`config.mk`:
```
export PLATFORM = sky130hd
export DESIGN_NAME = rvnx_cordic_cell
export DESIGN_NICKNAME = d
export VERILOG_FILES = /design/src/hdl/rvnx_pkg.sv /design/src/hdl/rvnx_cordic_cell.sv
export SDC_FILE = /design/constraint.sdc
export NUM_CORES = 1
export LEC_CHECK = 0
export BUFFER_PORTS_ARGS = -buffer_cell sky130_fd_sc_hd__buf_2
export CELL_PAD_IN_SITES_DETAIL_PLACEMENT = 0
export CELL_PAD_IN_SITES_GLOBAL_PLACEMENT = 2
export CORE_UTILIZATION = 29
export CTS_CLUSTER_DIAMETER = 200
export CTS_CLUSTER_SIZE = 25
export DETAILED_ROUTE_END_ITERATION = 6
export GPL_TIMING_DRIVEN = 0
export PLACE_DENSITY = 0.79
export SETUP_SLACK_MARGIN = 0.05
export SYNTH_ARGS = -nofsm -noshare
export SYNTH_HDL_FRONTEND = slang
export SYNTH_SLANG_ARGS = --single-unit
```
`constraint.sdc`:
```
create_clock -name clock -period 8.52 [get_ports clock]
set_clock_uncertainty 0.05 [all_clocks]
set_input_delay 0.852 -clock clock [delete_from_list [all_inputs] [get_ports clock]]
set_output_delay 0.852 -clock clock [all_outputs]
set_load 0.02 [all_outputs]
```
`src/hdl/rvnx_pkg.sv`:
```
// Package for the vector rotation block: shared types, the inverse CORDIC gain and a saturation helper function.
// Has no dependencies of its own; every module in hdl imports it.
`default_nettype none
package rvnx_pkg;
   localparam int VEC_W = 32;
   localparam int NRM_W = 18;
   localparam int CW = 34;
   localparam logic signed [CW-1:0] KINV_Q30 = 34'sd652032874;

   typedef struct packed {
      logic signed [VEC_W-1:0] x;
      logic signed [VEC_W-1:0] y;
      logic signed [VEC_W-1:0] z;
      logic signed [NRM_W-1:0] nx;
      logic signed [NRM_W-1:0] ny;
      logic signed [NRM_W-1:0] nz;
   } item_type;

   typedef struct packed {
      logic signed [CW-1:0] vx;
      logic signed [CW-1:0] vy;
      logic signed [CW-1:0] rx;
      logic signed [CW-1:0] ry;
   } cordic_type;

   function automatic logic signed [VEC_W-1:0] sat32(input logic signed [71:0] v);
      if (v > 72'sd2147483647) begin
         return 32'sh7fffffff;
      end else if (v < -72'sd2147483648) begin
         return 32'sh80000000;
      end else begin
         return v[VEC_W-1:0];
      end
   endfunction
endpackage
`default_nettype wire

```
`src/hdl/rvnx_cordic_cell.sv`:
```
// One CORDIC vectoring cell with delay line for the item and a square-root digit step.
// Depends on rvnx_pkg.
`default_nettype none
module rvnx_cordic_cell
   import rvnx_pkg::*;
#(
   parameter int SHIFT = 0,
   parameter bit ROTATE = 1'b1
) (
   input  wire logic       clock,
   input  wire logic       reset,
   input  wire logic       in_valid,
   input  wire cordic_type in_cor,
   input  wire item_type   in_item,
   input  wire logic [1:0] in_flags,
   input  wire logic [35:0] in_rem,
   input  wire logic [35:0] in_root,
   input  wire logic [35:0] in_bit,
   input  wire logic       hold,
   output logic            out_valid,
   output cordic_type      out_cor,
   output item_type        out_item,
   output logic [1:0]      out_flags,
   output logic [35:0]     out_rem,
   output logic [35:0]     out_root,
   output logic [35:0]     out_bit
);
   cordic_type cor_in;
   logic [35:0] rem_in, root_in;
   logic valid_ff;
   cordic_type cor_ff;
   item_type item_ff;
   logic [1:0] flags_ff;
   logic [35:0] rem_ff, root_ff, bit_ff;

   always_comb begin
      if (!ROTATE) begin
         cor_in = in_cor;
      end else if (in_cor.vy > 0) begin
         cor_in.vx = in_cor.vx + (in_cor.vy >>> SHIFT);
         cor_in.vy = in_cor.vy - (in_cor.vx >>> SHIFT);
         cor_in.rx = in_cor.rx - (in_cor.ry >>> SHIFT);
         cor_in.ry = in_cor.ry + (in_cor.rx >>> SHIFT);
      end else begin
         cor_in.vx = in_cor.vx - (in_cor.vy >>> SHIFT);
         cor_in.vy = in_cor.vy + (in_cor.vx >>> SHIFT);
         cor_in.rx = in_cor.rx + (in_cor.ry >>> SHIFT);
         cor_in.ry = in_cor.ry - (in_cor.rx >>> SHIFT);
      end
      if (in_bit == '0) begin
         rem_in = in_rem;
         root_in = in_root;
      end else if (in_rem >= in_root + in_bit) begin
         rem_in = in_rem - (in_root + in_bit);
         root_in = (in_root >> 1) + in_bit;
      end else begin
         rem_in = in_rem;
         root_in = in_root >> 1;
      end
   end

   always_ff @(posedge clock) begin
      if (reset) begin
         valid_ff <= 1'b0;
      end else if (!hold) begin
         valid_ff <= in_valid;
      end
      if (!hold) begin
         cor_ff <= cor_in;
         item_ff <= in_item;
         flags_ff <= in_flags;
         rem_ff <= rem_in;
         root_ff <= root_in;
         bit_ff <= in_bit >> 2;
      end
   end

   assign out_valid = valid_ff;
   assign out_cor = cor_ff;
   assign out_item = item_ff;
   assign out_flags = flags_ff;
   assign out_rem = rem_ff;
   assign out_root = root_ff;
   assign out_bit = bit_ff;
endmodule
`default_nettype wire
```
### Word-level counts from Yosys, hierarchy flattened

Cells that the tools add are included.

| storage, ports and cells | value |
|---|---|
| flip-flop bits (word level) | 395 |
| word-level logic and storage cells | 32 |
| input port bits | 400 |

| operators by class | value |
|---|---|
| $lt $le $gt $ge | 2 |
| $add $sub $neg | 9 |
| mux-type cells | 5 |
| reductions and logical operators | 1 |

Operator list:

| kind | count |
|---|---|
| 36-bit 2-to-1 mux | 4 |
| 136-bit 2-to-1 mux | 1 |
| 34-bit subtractor | 4 |
| 34-bit adder | 2 |
| 35-bit by 36-bit adder with 36-bit output | 1 |
| 36-bit adder | 1 |
| 36-bit greater-or-equal comparator | 1 |
| 36-bit logical NOT | 1 |
| 36-bit subtractor | 1 |
| 34-bit by 1-bit greater-than comparator with 1-bit output (second input constant) | 1 |

### Depth between registers and ports, before layout

Gate-level depths: netlist of the first run.

| depth | value |
|---|---|
| depth in word-level cells | 4 |
| depth in mapped cells | 25 |

### Least setup slack after synthesis of the first run

Ideal clock, no wire load.

| timing | value |
|---|---|
| kind | input to register |
| start | input hold |
| end | register bit_ff[0], in the netlist out_bit[0], enable pin |
| library setup time | 0.739 ns |
| required time | 7.731 ns |
| buffers on the path | 0 |
| cell stages on the path | 1 |
| arrival | 8.394 ns |
| path slack | -0.663 ns |
| cell sequence | inv_1 |

RTL lines:

| what | RTL line | RTL |
|---|---|---|
| from (decl) | rvnx_cordic_cell.sv:19 | `input wire logic hold,` |
| to (signal assigned) | rvnx_cordic_cell.sv:74 | `bit_ff <= in_bit >> 2;` |
| to (decl) | rvnx_cordic_cell.sv:34 | `logic [35:0] rem_ff, root_ff, bit_ff;` |

No word-level cell between the ends.

### Worst setup path in the final report of the first run

| timing | value |
|---|---|
| start | input in_bit[0] |
| end | register root_ff[34], in the netlist out_root[34] (data pin) |

| on the way | value |
|---|---|
| word-level cells in the longest chain between the ends | 4 |
| elaborated cells between the ends (all ways) | 6 |
| those cells by class | 2 x add/sub; 1 x order compare; 2 x mux; 1 x reduce/logical |

Ends and longest elaborated chain:

| what | RTL line | RTL |
|---|---|---|
| from (decl) | rvnx_cordic_cell.sv:18 | `input wire logic [35:0] in_bit,` |
| 36-bit adder | rvnx_cordic_cell.sv:53 | `end else if (in_rem >= in_root + in_bit) begin` |
| 36-bit greater-or-equal comparator | rvnx_cordic_cell.sv:53 |  |
| 36-bit 2-to-1 mux | rvnx_cordic_cell.sv:53 |  |
| 36-bit 2-to-1 mux * | rvnx_cordic_cell.sv:50 | `if (in_bit == '0) begin` |
| via root_in[34] | rvnx_cordic_cell.sv:29 | `logic [35:0] rem_in, root_in;` |
| to (signal assigned) | rvnx_cordic_cell.sv:73 | `root_ff <= root_in;` |
| to (decl) | rvnx_cordic_cell.sv:34 |  |

The timed path passes the listed nets; every way through them passes the cells marked *.
A chain may end at the register's enable or synchronous reset.

==> impl_metrics.ini, run 1 <==
[global_route]
grt_max_degree = 48
overflow = 0
antenna_found_initial = 43
grt_pass1_wl_um = 184000
grt_usage_pct = 24.0
grt_pass1_vias = 26900

[synth]
synth_edf_count = 392
ys.warnings.count = 0
synthTopCellsByArea = edfxtp_1, ha_1, a21oi_1, xnor2_1, o21ai_0
synth_cells = 3175
synth_top_area_share_pct = 39.6
async_reset_ff_share_pct = 0
synth_area_um2 = 29700
ys.flop_type = edfxtp_1
synth_seq_cells = 393
seq_area_frac_synth_pct = 39.7
synth.largest_area_cell = edfxtp_1
postSynthAreaPerCell_um2 = 9.35
synth_cell_types = 83

[sta]
drv_slew = 0
relSlewSlack_pct = 9.72
finalHoldViolCount = 0
post-route-period-util_pct = 81.5
whs_ps = 333
tightest_slew_ps = 1350
max_freq_mhz = 144
finalSetupViolCount = 0
rsz0062_at_grt = no
final.min_clock_period_ps = 6940

[setup_path]
critPathCaptureType = flip-flop
cp_data_arrival_time_ps = 7200
cp.required_ps = 8780
cp_max_fo = 10
slowest_stage = nor3b_1
worst-r2r-cell-count = 2
reg2reg_slack_ps = 7870
worstSetupPathType = primary input to flip-flop
r2r-end = out_valid
cp_cell_sequence = buf_2 > ha_1 > fa_1 > a211oi_1 > o21bai_1 > a21o_1 > a2111o_1 > a31oi_1 > o21ai_0 > a21o_1 > a21oi_1 > xor2_1 > ha_1 > and3_1 > clkbuf_1 > a31oi_1 > o21ai_0 > a221oi_1 > o31ai_2 > o41ai_4 > buf_2 > nor4_1 > nor3b_1
r2r-start = out_valid
cp-start-kind = primary input
cp_slowest_stage_delay_ps = 670

[layout]
drive_gt1_share_pct = 21.9
fill_cells = 10800
final_nets = 4714
fin_cells = 5383
area_delta_synth_final_pct = 21.6

[status]
outcome = completed

[cts]
htree_num_levels = 1
clkSlewWorstSetupHoldPaths_ps = 100
cts_buffers = 19
clkSinkCount = 393
cts_tree = done
cts_resized = 0
cts_buffer_depth = 3
cts_setup_buffers = 0
root_buffer = clkbuf_16
insertion_delay_ps = 610
hold_buffers = 0

[power_and_ir_drop]
irDropWorstVdd_uv = 144
power_density_nw_per_um2 = 182
p_leak_nw = 15.7
p_total_mw = 6.57

[detailed_routing]
postRouteWirelength_um = 131000
routedWlPerCell_um = 24.3
ant_nets = 0
drt_iter0_drc = 2301
dr.pass1.iters = 5
vias = 28000
avgViaCountPerCell = 5.20
route.detailed.drc = 0

[floorplanning]
num_rows = 117
initial_core_util_pct = 29.2
die_h_um = 322
die_area_um2 = 104000
pin_count = 797
die_width_um = 322
core_area_um2 = 102000

[place]
place_hpwl_um = 107000
port_buffers = 794
globalplace.congestion = 0.937
post-place-cells = 5348

[min_path]
hold_depth = 2
min_path_type = primary input to flip-flop
whs_endpoint = out_valid
hp-start = reset

[run]
maxCapViolCount = 0
[final cells by class]
| cell class | instances | area [um^2] | share of cell area (%) |
|---|---|---|---|
| multi-input combinational | 2411 | 16500 | 45.6 |
| sequential | 393 | 11800 | 32.6 |
| timing repair buffer | 804 | 4170 | 11.6 |
| tap | 1368 | 1710 | 4.74 |
| inverter | 243 | 916 | 2.54 |
| buffer | 129 | 542 | 1.50 |
| clock buffer | 24 | 494 | 1.37 |
| antenna | 9 | 22.5 | 0.0623 |
| clock inverter | 2 | 17.5 | 0.0485 |
[per-layer routing]
| layer | share of wire [%] | global-route usage (%) | wire [um] | up-vias |
|---|---|---|---|---|
| met4 | 3.5 | 7.46 | 4540 | 46 |
| met2 | 47 | 40.7 | 61600 | 1100 |
| met1 | 41 | 29.8 | 53500 | 13400 |
| met5 | 0.21 | 0 | 279 | - |
| li1 | - | - | - | 13200 |
| met3 | 8.3 | 5.92 | 10800 | 217 |
[kinds of logic after synthesis]
family	count (synthesis)	share of synthesized area, %
AOI/OAI and AO/OA	1038	21.4
and+or+nand+nor	796	12.7
DFF	393	39.7
buffers and inverters	372	4.90
adders and majority gates	313	13.4
xor gates and xnor gates	224	6.61
muxes	38	1.29
other	1	0.0126
[sequential cells by signal (all words and copies together), names as in the netlist]
register,count
out_cor,134
out_root,36
out_bit,34
out_flags,2
out_rem,36
out_valid,1
out_item,150
[metrics by stage]
| stage | util [%] | setup slack (ps) | instance area, um^2 | TNS [ps] |
|---|---|---|---|---|
| after floorplan | - | 1440 | 29700 | 0 |
| after global placement | 34.8 | -1920 | 35400 | -725510 |
| after detailed placement | 35.0 | 1030 | 35600 | 0 |
| after CTS | 35.5 | 1670 | 36100 | 0 |
| after global routing | 35.5 | 1280 | 36100 | 0 |
| final | 35.6 | 1580 | 36100 | 0 |
[cells in the final DEF, fill, tap and decap left out, types with 11 or more instances in the layout]
cell,n
ha_1,304
xor2_1,54
xnor2_1,170
a21o_1,92
a21boi_0,11
a2111oi_0,11
nand3_1,37
a21oi_1,395
or3_1,20
o21ai_1,18
a221oi_1,12
nor4_1,36
inv_1,235
o21bai_1,61
nand2_1,197
nor2_1,267
nor2b_1,31
a211oi_1,33
and3_1,24
nand4_1,45
o21ai_0,222
nand2b_1,37
o211ai_1,15
edfxtp_1,392
buf_2,803
and2_1,14
nor3_1,48
a31oi_1,36
o31ai_1,21
mux2i_1,35
or2_2,13
o21a_1,21
clkbuf_16,19
buf_1,11
clkbuf_1,104
[critical path: cells and delay by family]
kind | cells | cell delay (ps)
AOI/OAI and AO/OA | 13 | 3420
xor gates and xnor gates | 1 | 200
adders and majority gates | 3 | 1030
buffers and inverters | 3 | 740
and+or+nand+nor | 3 | 950
[Yosys cell counts, drive strengths merged, types with 29 or more instances]
master,count
inv,236
nand3,37
a21oi,396
o21bai,61
ha,304
buf,29
clkbuf,100
edfxtp,392
nand2,197
a21o,92
xor2,54
nor2b,31
nand4,45
nor2,267
nor3,48
xnor2,170
nor4,36
mux2i,35
o21ai,240
a211oi,33
a31oi,36
nand2b,37
[power breakdown]
part           switching (mW)  total, mW  internal, mW
Combinational            1.94       2.93         0.985
Clock                   0.658       1.07         0.416
Sequential             0.0840       2.57          2.49
[how the worst max path moves through the flow]
stage                          from           end  depth (start not counted)
final                     in_bit[0]  out_root[34]                         23
after global routing      in_bit[0]  out_root[31]                         22
after CTS                 in_bit[0]  out_root[31]                         22
after detailed placement  in_bit[0]  out_root[31]                         22
after global placement         hold  out_item[38]                          2
after floorplan                hold    out_bit[0]                          1
Power figures use the tool's default switching activity.
==> inputs of run 2 (changes only) <==
Clock period 8.52 ns to 6 ns, I/O delays scaled along.
==> run 2 against run 1 <==
Effect of this change:
- first-iteration DRC count decreased by 1.6%
- sequential power increased by 42%
- power increased by 43%
- hold slack got worse by 250 ps
- critical endpoint is now out_root[29]
- design area increased by 0.56%
- critical path type unchanged
- largest cell class unchanged
- clock power increased by 42%
- cell count about the same
- critical path depth increased by 1
- largest power group unchanged
- register-to-register slack got worse by 2500 ps
- via count increased by 0.11%
- non-clock buffer count increased by 5
- highest routed layer unchanged
- clock-buffer cell count unchanged
==> impl_metrics.ini, run 2 (same netlist as run 1, synthesis figures left out) <==
[status]
outcome = completed

[layout]
final_common_cell = buf_2
stdcell_area_um2 = 36300
area_delta_synth_final_pct = 22.3
fill_cells = 10800
largest_register_ffs = 150
final_cell_mix = buf_2, a21oi_1, edfxtp_1
final_nets = 4719
drive_gt1_share_pct = 22.6

[place]
place_hpwl_um = 107000
port_buffers = 794
globalplace.congestion = 0.937
dp_slack_ps = -1240
place_area_um2 = 35600

[global_route]
grt_pass1_wl_um = 184000
antenna_found_initial = 43
overflow = 0
grt_pass1_vias = 27000
grt_max_degree = 48
grt_usage_pct = 24.1

[sta]
tightest_slew_ps = 1340
drv_slew = 0
finalHoldViolCount = 0
max_freq_mhz = 173
finalSetupViolCount = 0
final.min_clock_period_ps = 5790
rsz0062_at_grt = no
setup_ws_ps = 209
whs_ps = 80.7
relSlewSlack_pct = 10.5
fin_tns_setup_ps = 0
post-route-period-util_pct = 96.5

[min_path]
min_path_type = primary input to flip-flop
hold_depth = 2

[cts]
clkSlewWorstSetupHoldPaths_ps = 110
hold_buffers = 0
htree_num_levels = 1
cts_buffers = 19
clkSinkCount = 393
root_buffer = clkbuf_16
insertion_delay_ps = 610
cts_buffer_depth = 3
cts_tree = done

[setup_path]
cp.required_ps = 6310
critPathCaptureType = flip-flop
cp_max_fo = 10
cp-start-kind = primary input
cp_slowest_stage_delay_ps = 610
worst-r2r-cell-count = 2
worstSetupPathType = primary input to flip-flop
cp_cell_sequence = buf_2 > ha_2 > fa_2 > a211oi_2 > o21bai_1 > a21o_1 > a2111o_1 > a31oi_4 > o21ai_1 > a21o_1 > a21oi_1 > xor2_1 > ha_2 > and3_2 > a31oi_4 > o21ai_2 > a221oi_2 > o31ai_4 > o41ai_4 > or2_1 > buf_4 > buf_12 > buf_8 > o22ai_2
slowest_stage = o41ai_4
cp_data_arrival_time_ps = 6100

[detailed_routing]
avgViaCountPerCell = 5.20
dr.pass1.iters = 6
routedWlPerCell_um = 24.3
vias = 28000
ant_nets = 0
route.detailed.drc = 0
drt_iter0_drc = 2265
postRouteWirelength_um = 131000

[power_and_ir_drop]
irDropWorstVdd_uv = 204
power_density_nw_per_um2 = 259
p_total_mw = 9.40
p_leak_nw = 15.8

[run]
maxCapViolCount = 0

[floorplanning]
core_area_um2 = 102000
pin_count = 797
initial_core_util_pct = 29.2
die_h_um = 322
die_area_um2 = 104000
die_width_um = 322
num_rows = 117
## run 2: cell count changes in the layout (fill, tap and decap cells not counted), sizes merged
| cell | previous run | this run |
|---|---|---|
| clkbuf | 124 | 122 |
| diode | 9 | 7 |
| buf | 833 | 840 |
## run 2: metal layers
metal	routed length, um	GRT usage [%]	vias to the layer above
met2	61700	40.7	1107
met3	11400	6.13	208
met4	4410	7.54	44
met1	52900	29.7	13400
li1	-	-	13200
met5	286	0	-
## run 2: worst max-delay path: cells and delay by family
kind | cells | cell delay, ps
XOR/XNOR | 1 | 210
buffers and inverters | 4 | 660
AND/OR/NAND/NOR | 2 | 440
AO/OA/AOI/OAI | 14 | 3250
adder cells (fa/ha/maj) | 3 | 910
## run 2: final timing paths
path	end	startpoint	slack, ps
hold / removal	out_valid	reset	80
hold reg to reg	out_valid	out_valid	460
setup / recovery	out_root[29]	in_bit[0]	210
setup reg to reg	out_valid	out_valid	5360
## run 2: cell type report
type	count	area [um^2]	area share [%]
Multi-Input combinational cell	2411	16600	45.7
Antenna cell	7	17.5	0.0482
Clock inverter	2	17.5	0.0482
Clock buffer	24	494	1.36
Sequential cell	393	11800	32.5
Inverter	243	916	2.52
Tap cell	1368	1710	4.71
Timing Repair Buffer	811	4230	11.6
Buffer	127	563	1.55
## run 2: report_power, final
part           internal, mW  total [mW]  switching [mW]
clock network         0.590        1.52           0.933
logic                  1.45        4.23            2.78
registers              3.53        3.65           0.119
total                  5.57        9.40            3.83
## run 2: per-stage QoR
| step | util [%] | instances |
|---|---|---|
| 4_1_cts | 35.7 | 5377 |
| 5_1_grt | 35.7 | 5380 |
| 2_1_floorplan | - | 3176 |
| 3_5_place_dp | 35.0 | 5348 |
| 3_3_place_gp | 34.8 | 5338 |
| 6_report | 35.8 | 5386 |
## run 2: what timing repair did
item | in CTS | in global routing
setup buffers | 4 | 3
resized for setup | 25 | 13
hold endpoints to repair | 0 | 0
pin swaps | 6 | 6
setup endpoints to repair | 71 | 72
